===== src/rtl/wpp_pkg.sv =====
// Shared constants, tables and types for the world point perspective projection block.
package wpp_pkg;

	localparam int SCREEN_WIDTH  = 1920;
	localparam int SCREEN_HEIGHT = 1080;
	localparam int HALF_W        = SCREEN_WIDTH / 2;
	localparam int HALF_H        = SCREEN_HEIGHT / 2;
	localparam int HALF_BITS     = 13;

	localparam int CORDIC_STEPS = 18;
	localparam int CW           = 34;
	localparam int AXW          = 18;
	localparam int DW           = 25;
	localparam int PW           = DW + AXW;
	localparam int SW           = PW + 2;
	localparam int CAMW         = SW - 14;
	localparam int MAGW         = CAMW + HALF_BITS;
	localparam int DENW         = CAMW + 16;
	localparam int QW           = 18;
	localparam int DIV_W        = 68;
	localparam int NSTG         = 6 + QW;

	localparam logic signed [CW-1:0] CORDIC_GAIN = 34'sd652032874;

	localparam logic signed [CW-1:0] ATAN_TAB [CORDIC_STEPS] = '{
		34'sh20000000, 34'sh12E4051E, 34'sh09FB385B, 34'sh051111D4,
		34'sh028B0D43, 34'sh0145D7E1, 34'sh00A2F61E, 34'sh00517C55,
		34'sh0028BE53, 34'sh00145F2F, 34'sh000A2F98, 34'sh000517CC,
		34'sh00028BE6, 34'sh000145F3, 34'sh0000A2FA, 34'sh0000517D,
		34'sh000028BE, 34'sh0000145F
	};

	localparam logic [2:0] REG_EYE_X = 3'd0;
	localparam logic [2:0] REG_EYE_Y = 3'd1;
	localparam logic [2:0] REG_EYE_Z = 3'd2;
	localparam logic [2:0] REG_PITCH = 3'd3;
	localparam logic [2:0] REG_YAW   = 3'd4;
	localparam logic [2:0] REG_ROLL  = 3'd5;
	localparam logic [2:0] REG_FOV_X = 3'd6;
	localparam logic [2:0] REG_FOV_Y = 3'd7;

	typedef struct packed {
		logic signed [AXW-1:0] fx;
		logic signed [AXW-1:0] fy;
		logic signed [AXW-1:0] fz;
		logic signed [AXW-1:0] rx;
		logic signed [AXW-1:0] ry;
		logic signed [AXW-1:0] rz;
		logic signed [AXW-1:0] ux;
		logic signed [AXW-1:0] uy;
		logic signed [AXW-1:0] uz;
		logic                  ready;
	} axes_t;

endpackage


===== src/rtl/wpp_axes.sv =====
// Camera axis sequencer: shared CORDIC for the three angles, then axis products.
module wpp_axes import wpp_pkg::*; (
	input  logic        clk,
	input  logic        arst_n,
	input  logic        start,
	input  logic [15:0] pitch,
	input  logic [15:0] yaw,
	input  logic [15:0] roll,
	output axes_t       axes
);

	localparam logic [2:0] SQ_INIT  = 3'd0;
	localparam logic [2:0] SQ_ITER  = 3'd1;
	localparam logic [2:0] SQ_STORE = 3'd2;
	localparam logic [2:0] SQ_AXES  = 3'd3;
	localparam logic [2:0] SQ_DONE  = 3'd4;

	logic [2:0] state_q;
	logic [1:0] ang_q;
	logic [4:0] step_q;
	logic signed [CW-1:0] x_q, y_q, z_q;
	logic neg_q;
	logic signed [AXW-1:0] sp_q, cp_q, sy_q, cy_q, sr_q, cr_q, t1_q, t2_q;
	logic signed [AXW-1:0] fx_q, fy_q, rx_q, ry_q, rz_q, ux_q, uy_q, uz_q;

	logic [15:0] ang_sel;
	logic signed [16:0] a_raw, a_fold;
	logic fold_neg;
	logic signed [CW-1:0] z_init, xs, ys, xr, yr;
	logic signed [AXW-1:0] xrnd, yrnd, sn, cs;
	logic signed [AXW:0] a1, b1, a2, b2;
	logic signed [2*AXW+2:0] mac, macr;
	logic signed [AXW-1:0] mac_res;

	always_comb begin
		unique case (ang_q)
			2'd0:    ang_sel = pitch;
			2'd1:    ang_sel = yaw;
			default: ang_sel = roll;
		endcase
		a_raw = {ang_sel[15], ang_sel};
		fold_neg = 1'b0;
		a_fold = a_raw;
		if (a_raw > 17'sd16384) begin
			a_fold = a_raw - 17'sd32768;
			fold_neg = 1'b1;
		end else if (a_raw < -17'sd16384) begin
			a_fold = a_raw + 17'sd32768;
			fold_neg = 1'b1;
		end
		z_init = {{(CW-33){a_fold[16]}}, a_fold, 16'b0};
		xs = x_q >>> step_q;
		ys = y_q >>> step_q;
		xr = x_q + CW'(32768);
		yr = y_q + CW'(32768);
		xrnd = xr[CW-1:16];
		yrnd = yr[CW-1:16];
		sn = neg_q ? -yrnd : yrnd;
		cs = neg_q ? -xrnd : xrnd;
	end

	function automatic logic signed [AXW:0] ext(input logic signed [AXW-1:0] v);
		return {v[AXW-1], v};
	endfunction

	always_comb begin
		a1 = '0; b1 = '0; a2 = '0; b2 = '0;
		unique case (step_q)
			5'd0: begin a1 = ext(sp_q); b1 = ext(cy_q); end
			5'd1: begin a1 = ext(sp_q); b1 = ext(sy_q); end
			5'd2: begin a1 = ext(cp_q); b1 = ext(cy_q); end
			5'd3: begin a1 = ext(cp_q); b1 = ext(sy_q); end
			5'd4: begin
				a1 = ext(cr_q); b1 = ext(sy_q); a2 = -ext(sr_q); b2 = ext(t1_q);
			end
			5'd5: begin
				a1 = -ext(cr_q); b1 = ext(cy_q); a2 = -ext(sr_q); b2 = ext(t2_q);
			end
			5'd6: begin a1 = -ext(sr_q); b1 = ext(cp_q); end
			5'd7: begin
				a1 = ext(sr_q); b1 = ext(sy_q); a2 = ext(cr_q); b2 = ext(t1_q);
			end
			5'd8: begin
				a1 = ext(cr_q); b1 = ext(t2_q); a2 = -ext(sr_q); b2 = ext(cy_q);
			end
			5'd9: begin a1 = ext(cr_q); b1 = ext(cp_q); end
			default: begin a1 = '0; end
		endcase
		mac = a1 * b1 + a2 * b2;
		macr = mac + (2*AXW+3)'(8192);
		mac_res = macr[AXW+13:14];
	end

	always_ff @(posedge clk or negedge arst_n) begin
		if (!arst_n) begin
			state_q <= SQ_INIT;
			ang_q <= 2'd0;
			step_q <= 5'd0;
		end else if (start) begin
			state_q <= SQ_INIT;
			ang_q <= 2'd0;
			step_q <= 5'd0;
		end else begin
			unique case (state_q)
				SQ_INIT: begin
					step_q <= 5'd0;
					state_q <= SQ_ITER;
				end
				SQ_ITER: begin
					if (step_q == 5'(CORDIC_STEPS - 1)) begin
						state_q <= SQ_STORE;
					end else begin
						step_q <= step_q + 5'd1;
					end
				end
				SQ_STORE: begin
					step_q <= 5'd0;
					if (ang_q == 2'd2) begin
						state_q <= SQ_AXES;
					end else begin
						ang_q <= ang_q + 2'd1;
						state_q <= SQ_INIT;
					end
				end
				SQ_AXES: begin
					if (step_q == 5'd9) begin
						state_q <= SQ_DONE;
					end else begin
						step_q <= step_q + 5'd1;
					end
				end
				default: state_q <= SQ_DONE;
			endcase
		end
	end

	always_ff @(posedge clk) begin
		if (state_q == SQ_INIT) begin
			x_q <= CORDIC_GAIN;
			y_q <= '0;
			z_q <= z_init;
			neg_q <= fold_neg;
		end
		if (state_q == SQ_ITER) begin
			if (z_q >= 0) begin
				x_q <= x_q - ys;
				y_q <= y_q + xs;
				z_q <= z_q - ATAN_TAB[step_q];
			end else begin
				x_q <= x_q + ys;
				y_q <= y_q - xs;
				z_q <= z_q + ATAN_TAB[step_q];
			end
		end
		if (state_q == SQ_STORE) begin
			unique case (ang_q)
				2'd0:    begin sp_q <= sn; cp_q <= cs; end
				2'd1:    begin sy_q <= sn; cy_q <= cs; end
				default: begin sr_q <= sn; cr_q <= cs; end
			endcase
		end
		if (state_q == SQ_AXES) begin
			unique case (step_q)
				5'd0:    t1_q <= mac_res;
				5'd1:    t2_q <= mac_res;
				5'd2:    fx_q <= mac_res;
				5'd3:    fy_q <= mac_res;
				5'd4:    rx_q <= mac_res;
				5'd5:    ry_q <= mac_res;
				5'd6:    rz_q <= mac_res;
				5'd7:    ux_q <= mac_res;
				5'd8:    uy_q <= mac_res;
				default: uz_q <= mac_res;
			endcase
		end
	end

	assign axes.fx = fx_q;
	assign axes.fy = fy_q;
	assign axes.fz = -sp_q;
	assign axes.rx = rx_q;
	assign axes.ry = ry_q;
	assign axes.rz = rz_q;
	assign axes.ux = ux_q;
	assign axes.uy = uy_q;
	assign axes.uz = uz_q;
	assign axes.ready = (state_q == SQ_DONE);

endmodule


===== config.mk =====
export PLATFORM = sky130hd
export DESIGN_NAME = wpp_axes
export DESIGN_NICKNAME = d
export VERILOG_FILES = /design/src/rtl/wpp_pkg.sv /design/src/rtl/wpp_axes.sv
export SDC_FILE = /design/constraint.sdc
export NUM_CORES = 2
export LEC_CHECK = 0
export BUFFER_PORTS_ARGS = -buffer_cell sky130_fd_sc_hd__buf_4
export CAP_MARGIN = 15
export CELL_PAD_IN_SITES_DETAIL_PLACEMENT = 1
export CELL_PAD_IN_SITES_GLOBAL_PLACEMENT = 2
export CORE_MARGIN = 3
export CORE_UTILIZATION = 38
export CTS_CLUSTER_DIAMETER = 200
export DETAILED_ROUTE_END_ITERATION = 10
export GPL_TIMING_DRIVEN = 0
export PLACE_DENSITY = 0.82
export SLEW_MARGIN = 20
export SYNTH_ARGS = -nofsm -noshare
export SYNTH_HDL_FRONTEND = slang
export SYNTH_SLANG_ARGS = --single-unit

===== constraint.sdc =====
create_clock -name clk -period 10.3 [get_ports clk]
set_input_delay 2.06 -clock clk [delete_from_list [all_inputs] [get_ports clk]]
set_output_delay 2.06 -clock clk [all_outputs]
set_load 0.02 [all_outputs]

======== After elaboration in Yosys (flattened, before gate mapping) ========
Memories as Yosys holds them, arrays and structs flattened.
Index checks and enable logic that the tools add are counted.
cells by class
  reduce and logical (&&, ||, !) cells .... 33
  bitwise operators ....................... 3
  mux-type cells .......................... 33
  order comparisons ....................... 4
  $add $sub $neg .......................... 19
  shifts and indexed selects .............. 2
  equal/unequal tests ..................... 21
  multipliers ............................. 2
  div/mod/pow operators ................... 0
operators by type and width
  cell                                                                                  number
  34-bit 2-to-1 mux                                                                     11
  19-bit one-hot mux with 6 select lines                                                1
  34-bit adder                                                                          3
  34-bit subtractor                                                                     3
  19-bit one-hot mux with 4 select lines                                                1
  34-bit by 17-bit adder with 34-bit output, second input constant                      2
  34-bit by 5-bit >>> shifter with 34-bit output                                        2
  19-bit by 19-bit multiplier with 32-bit output                                        2
  19-bit one-hot mux with 3 select lines                                                1
  18-bit negator                                                                        3
  18-bit negator with 19-bit output                                                     2
  19-bit one-hot mux with 2 select lines                                                1
  18-bit 2-to-1 mux                                                                     2
  34-bit by 1-bit greater-or-equal comparator with 1-bit output, second input constant  1
  17-bit 2-to-1 mux                                                                     2
  32-bit by 15-bit adder with 32-bit output, second input constant                      1
  32-bit adder                                                                          1
  16-bit one-hot mux with 2 select lines                                                1
  2-bit AND reduction                                                                   15
  5-bit by 3-bit == test with 1-bit output, second input constant                       4
  16-bit by 17-bit adder with 17-bit output, second input constant                      1
  16-bit by 17-bit subtractor with 17-bit output, second input constant                 1
  16-bit greater-than comparator, second input constant                                 1
  16-bit by 15-bit < comparator with 1-bit output, second input constant                1
  32 further kinds                                                                      54
storage, ports and cells
  output and inout bits ................... 163
  input bits .............................. 51
  bits in writable memories ............... 0
  memory bits (read-only) ................. 1088
  bits in registers ....................... 401
  bits in latches ......................... 0
  memories ................................ 1
memories
  name              words  bits a word  read ports  clocked after memory_dff  write ports  line             RTL
  (name not given)  32     34           1           0                         0            wpp_axes.sv:152  z_q <= z_q + ATAN_TAB[step_q];

======== Depth between registers and ports, before layout ========
  word-level depth ........................ 7
  depth in mapped cells ................... 44
  mapped depth without buffers ............ 35

======== Worst setup path after synthesis ========
Ideal clock, no wire load.
  kind .................................... reg2reg
  from .................................... register step_q[0]
  to ...................................... register fx_q[16] (data pin)
  period minus slack after synthesis ...... 10.453 ns
  library setup time ...................... 0.283 ns
  path buffers ............................ 7
  stages on the path, launching flop included .. 39
  path slack .............................. -0.153 ns
  required time ........................... 10.017 ns
  arrival time ............................ 10.170 ns
  cell sequence ........................... dfrtp_1 > buf_6 > buf_6 > buf_6 > buf_4 > buf_1 > inv_1 > ha_1 > or2_2 > a22oi_1 > nor2_1 > clkbuf_1 > a221o_1 > a221oi_1 > clkbuf_1 > nor2_1 > fa_1 > fa_1 > [... 3 more ...] > ha_1 > fa_1 > fa_1 > fa_1 > inv_1 > fa_1 > inv_1 > ha_1 > nand4_1 > nor4b_1 > nand3_1 > a21o_1 > and2_1 > o2111ai_1 > nand2_1 > o21ai_0 > a211oi_1 > nor3_1
on the way
  word-level cells in the longest chain between the ends .. 6
RTL lines
  element                                                           line             RTL
  from (decl)                                                       wpp_axes.sv:20   logic [4:0] step_q;
  from (signal assigned)                                            wpp_axes.sv:113  step_q <= step_q + 5'd1;
  from (signal assigned)                                            wpp_axes.sv:129  step_q <= step_q + 5'd1;
  5-bit by 4-bit == test with 1-bit output (tied with other cells)  wpp_axes.sv:68   unique case (step_q)
  3-bit OR reduction (no line) (tied with other cells)              -
  19-bit one-hot mux with 6 select lines (tied with other cells)    wpp_axes.sv:68
  19-bit by 19-bit multiplier with 32-bit output                    wpp_axes.sv:89   mac = a1 * b1 + a2 * b2;
  32-bit adder (*)                                                  wpp_axes.sv:89
  32-bit by 15-bit adder with 32-bit output (*)                     wpp_axes.sv:90   macr = mac + (2*AXW+3)'(8192);
  via macr[30]                                                      wpp_axes.sv:32   logic signed [2*AXW+2:0] mac, macr;
  to (signal assigned)                                              wpp_axes.sv:166  5'd2: fx_q <= mac_res;
  to (decl)                                                         wpp_axes.sv:24   logic signed [AXW-1:0] fx_q, fy_q, rx_q, ry_q, rz_q, ux_q, uy_q, uz_q;
Mark *: on every way through the listed nets, which the timed path passes. The rest lies on a longest branch.
A chain may end at the register's enable or synchronous reset.

======== Final worst setup path ========
  from .................................... register step_q[1]
  to ...................................... register ux_q[17] (data pin)
on the way
  word-level cells in the longest chain between the ends .. 6
RTL lines
  element                                                           line             RTL
  5-bit by 4-bit == test with 1-bit output (tied with other cells)  wpp_axes.sv:68
  3-bit OR reduction (no line) (tied with other cells)              -
  19-bit one-hot mux with 6 select lines (tied with other cells)    wpp_axes.sv:68
  19-bit by 19-bit multiplier with 32-bit output                    wpp_axes.sv:89
  32-bit adder (*)                                                  wpp_axes.sv:89
  32-bit by 15-bit adder with 32-bit output (*)                     wpp_axes.sv:90
  to (signal assigned)                                              wpp_axes.sv:171  5'd7: ux_q <= mac_res;
  to (decl)                                                         wpp_axes.sv:24
Every way passes the cells marked *; elsewhere a longest branch is shown, timed or not.

==> metrics.txt <==
Clock Latency Late Sink approximately 690 ps; hold_sp ang_q[0]; GPL Wtd Cong 1.00; Most common cell on crit path fa_1; clk slew on worst S/H paths approximately 60 ps; PortBufs approximately 210; fill cell count 15176; H-tree level count 2; Worst Hold Depth 2; Multi-input gate area 36900 um2; Final setup violation count 0; worst clock skew 62.6 ps; #FFs+latches synth 401; async set or reset register ratio after synthesis 0.0249; number of enable flip-flop cells after synthesis 391; Layout area overhead 18.1%; drt wl/cell around 29 um; initial DRC count approximately 3500; crit start category flip-flop; Worst Path Max Fanout 10; max_cap viols 0; Post-Route WL between 200000 and 250000 um; WHS ~580 ps; CP max-delay cell fa_2; Clock Sinks 401; final net count 6806; Crit Reg-Reg Endpoint ux_q[17]; die width between 300 and 400 um; most common cell after layout, fill and taps aside inv_1; Clock Tree Buf Depth 3; layout cell share with drive strength beyond 1 0.176; Post-CTS Hold Fix Bufs 0; Die Height 375 um; R2R depth 34; Rows approximately 130; fin cells between 7000 and 8000; CP Data Required Time ~11000 ps; first-pass GRT wire length approximately 320000 um; Mapped Cells ~5400; vias about 43000; initial antenna violation count 3; sequential fraction of the synthesis area 0.232; outcome completed; Final Hold Fails 0; DR pass1 iterations 6; CTS tree yes; I/O pins ~210; Syn Area/Cell 9.64 um2; period utilisation layout 0.993; Hold Path Sink ang_q[0]; Critical R2R Launch step_q[1]; Placed Cells approximately 7400; clock period minus worst slack about 10000 ps; root buf cell clkbuf_16; synth warn 0; Crit path largest cell delay 620 ps; Cell Area, Synth 51600 um2; total congestion overflow 0; Largest regs x_q x34, y_q x34, z_q x34; # DRC 0; FMAX a little under 100 MHz; Slew HR 0.193; vias in the first global route 46737; Max Slew Vio Count 0; syn_nets between 6000 and 7000; commonest cells after routing, fill and taps aside inv_1, fa_1, nor2_1, nand2_1, edfxtp_1; vias per cell 5.72; die area 140000 um2; Reg area approximately 12000 um2; Slew @ Worst Pin approximately 1200 ps; main flop type after synthesis edfxtp_1; total CTS buffers just under 50; Netlist cell types 96; CP Class reg2reg; Hold Path Class reg2reg; Starting Density 0.385; worst reg2reg setup slack about 77 ps; GRT Util Overall 0.316; Core Region between 100000 and 150000 um2; detailed placement HPWL roughly 180000 um; kind of end point of the critical path flip-flop; largest net degree at the start of global routing 29; post-route ant nets 0; CP arrival between 10000 and 15000 ps
-- worst max-delay path by stage --
stage | startpoint | endpoint | cells after the start
floorplan | step_q[0] | fx_q[16] | 38
global placement | step_q[0] | fy_q[14] | 38
detailed placement | step_q[0] | fx_q[16] | 40
CTS | sr_q[0] | fx_q[17] | 36
global route | step_q[4] | ux_q[2] | 31
finish | step_q[1] | ux_q[17] | 34
-- logic make-up (layout without fill, tap and decap cells) --
kind of cell,count (synthesis),after routing,share of synthesized area
AND/OR/NAND/NOR,1669,1669,0.143
buffers and inverters,1092,1555,0.0812
adder cells (fa/ha/maj),975,975,0.337
AO/OA/AOI/OAI,734,734,0.0953
flip-flops,401,401,0.232
XOR/XNOR,327,328,0.0557
multiplexers,158,158,0.0554
other,0,4,0
-- through the flow --
| stage | worst slack, ps | utilization | TNS [ps] | instance area (um2) |
|---|---|---|---|---|
| after floorplan | 66.1 | - | 0 | 51700 |
| after global placement | -5920 | 0.413 | -830480 | 55500 |
| after detailed placement | -4560 | 0.421 | -641450 | 56400 |
| after CTS | 0.732 | 0.448 | 0 | 60100 |
| after global routing | -26.8 | 0.455 | -352 | 61000 |
| final | 77.2 | 0.455 | 0 | 61000 |
-- layout make-up --
| type | instances | share of cell area |
|---|---|---|
| Clock buffer | 58 | 0.0217 |
| Tap cell | 1768 | 0.0363 |
| Clock inverter | 33 | 0.00636 |
| Antenna cell | 4 | 0.000164 |
| Multi-Input combinational cell | 3864 | 0.605 |
| Inverter | 850 | 0.0527 |
| Buffer | 207 | 0.0237 |
| Sequential cell | 401 | 0.197 |
| Timing Repair Buffer | 407 | 0.0576 |
-- cells in the mapped netlist (all sizes together), types with 19 or more instances --
| cell type | count | area share |
|---|---|---|
| a22o | 25 | 0.0042 |
| mux2i | 27 | 0.0052 |
| clkbuf | 183 | 0.013 |
| or3 | 21 | 0.0026 |
| a21oi | 162 | 0.016 |
| nor4 | 20 | 0.0032 |
| a22oi | 50 | 0.0074 |
| nor2b | 33 | 0.0040 |
| a21o | 73 | 0.011 |
| o21ai | 163 | 0.016 |
| xor2 | 113 | 0.019 |
| o31ai | 32 | 0.0047 |
| mux2 | 32 | 0.0070 |
| inv | 848 | 0.062 |
| o21a | 33 | 0.0048 |
| buf | 59 | 0.0061 |
| a211oi | 23 | 0.0034 |
| mux4 | 99 | 0.043 |
| nand2 | 608 | 0.044 |
| nor2 | 627 | 0.046 |
| or2 | 25 | 0.0030 |
| a31oi | 19 | 0.0023 |
| and3 | 29 | 0.0035 |
| edfxtp | 391 | 0.23 |
| nor3 | 59 | 0.0058 |
| ha | 279 | 0.068 |
| nand4 | 30 | 0.0038 |
| xnor2 | 213 | 0.036 |
| fa | 696 | 0.27 |
| nand3 | 73 | 0.0072 |
| nand2b | 48 | 0.0058 |
| and4 | 22 | 0.0037 |
| and2 | 40 | 0.0048 |
-- worst max-delay path: cells and delay by family (launching register included) --
kind,cells,cell delay (ps)
flip-flops,1,490
buffers and inverters,9,1320
AO/OA/AOI/OAI,5,1410
AND/OR/NAND/NOR,9,1470
XOR/XNOR,1,400
adder cells (fa/ha/maj),10,4820
-- layer usage --
layer / GRT usage / wire length [um]
met1: 0.380 / 85600
met3: 0.0430 / 12700
met2: 0.540 / 109000
met4: 0.186 / 16400
met5: 0 / 0
-- what timing repair did --
item	CTS	global route
buffers inserted	84	56
cloned	2	1
gates resized for setup	363	152
endpoints found under the setup margin	180	116
pin swaps	53	77
Power is left out: the tool's default activity adds up to more than one toggle a clock period on the data nets, which glitch-free logic cannot reach.
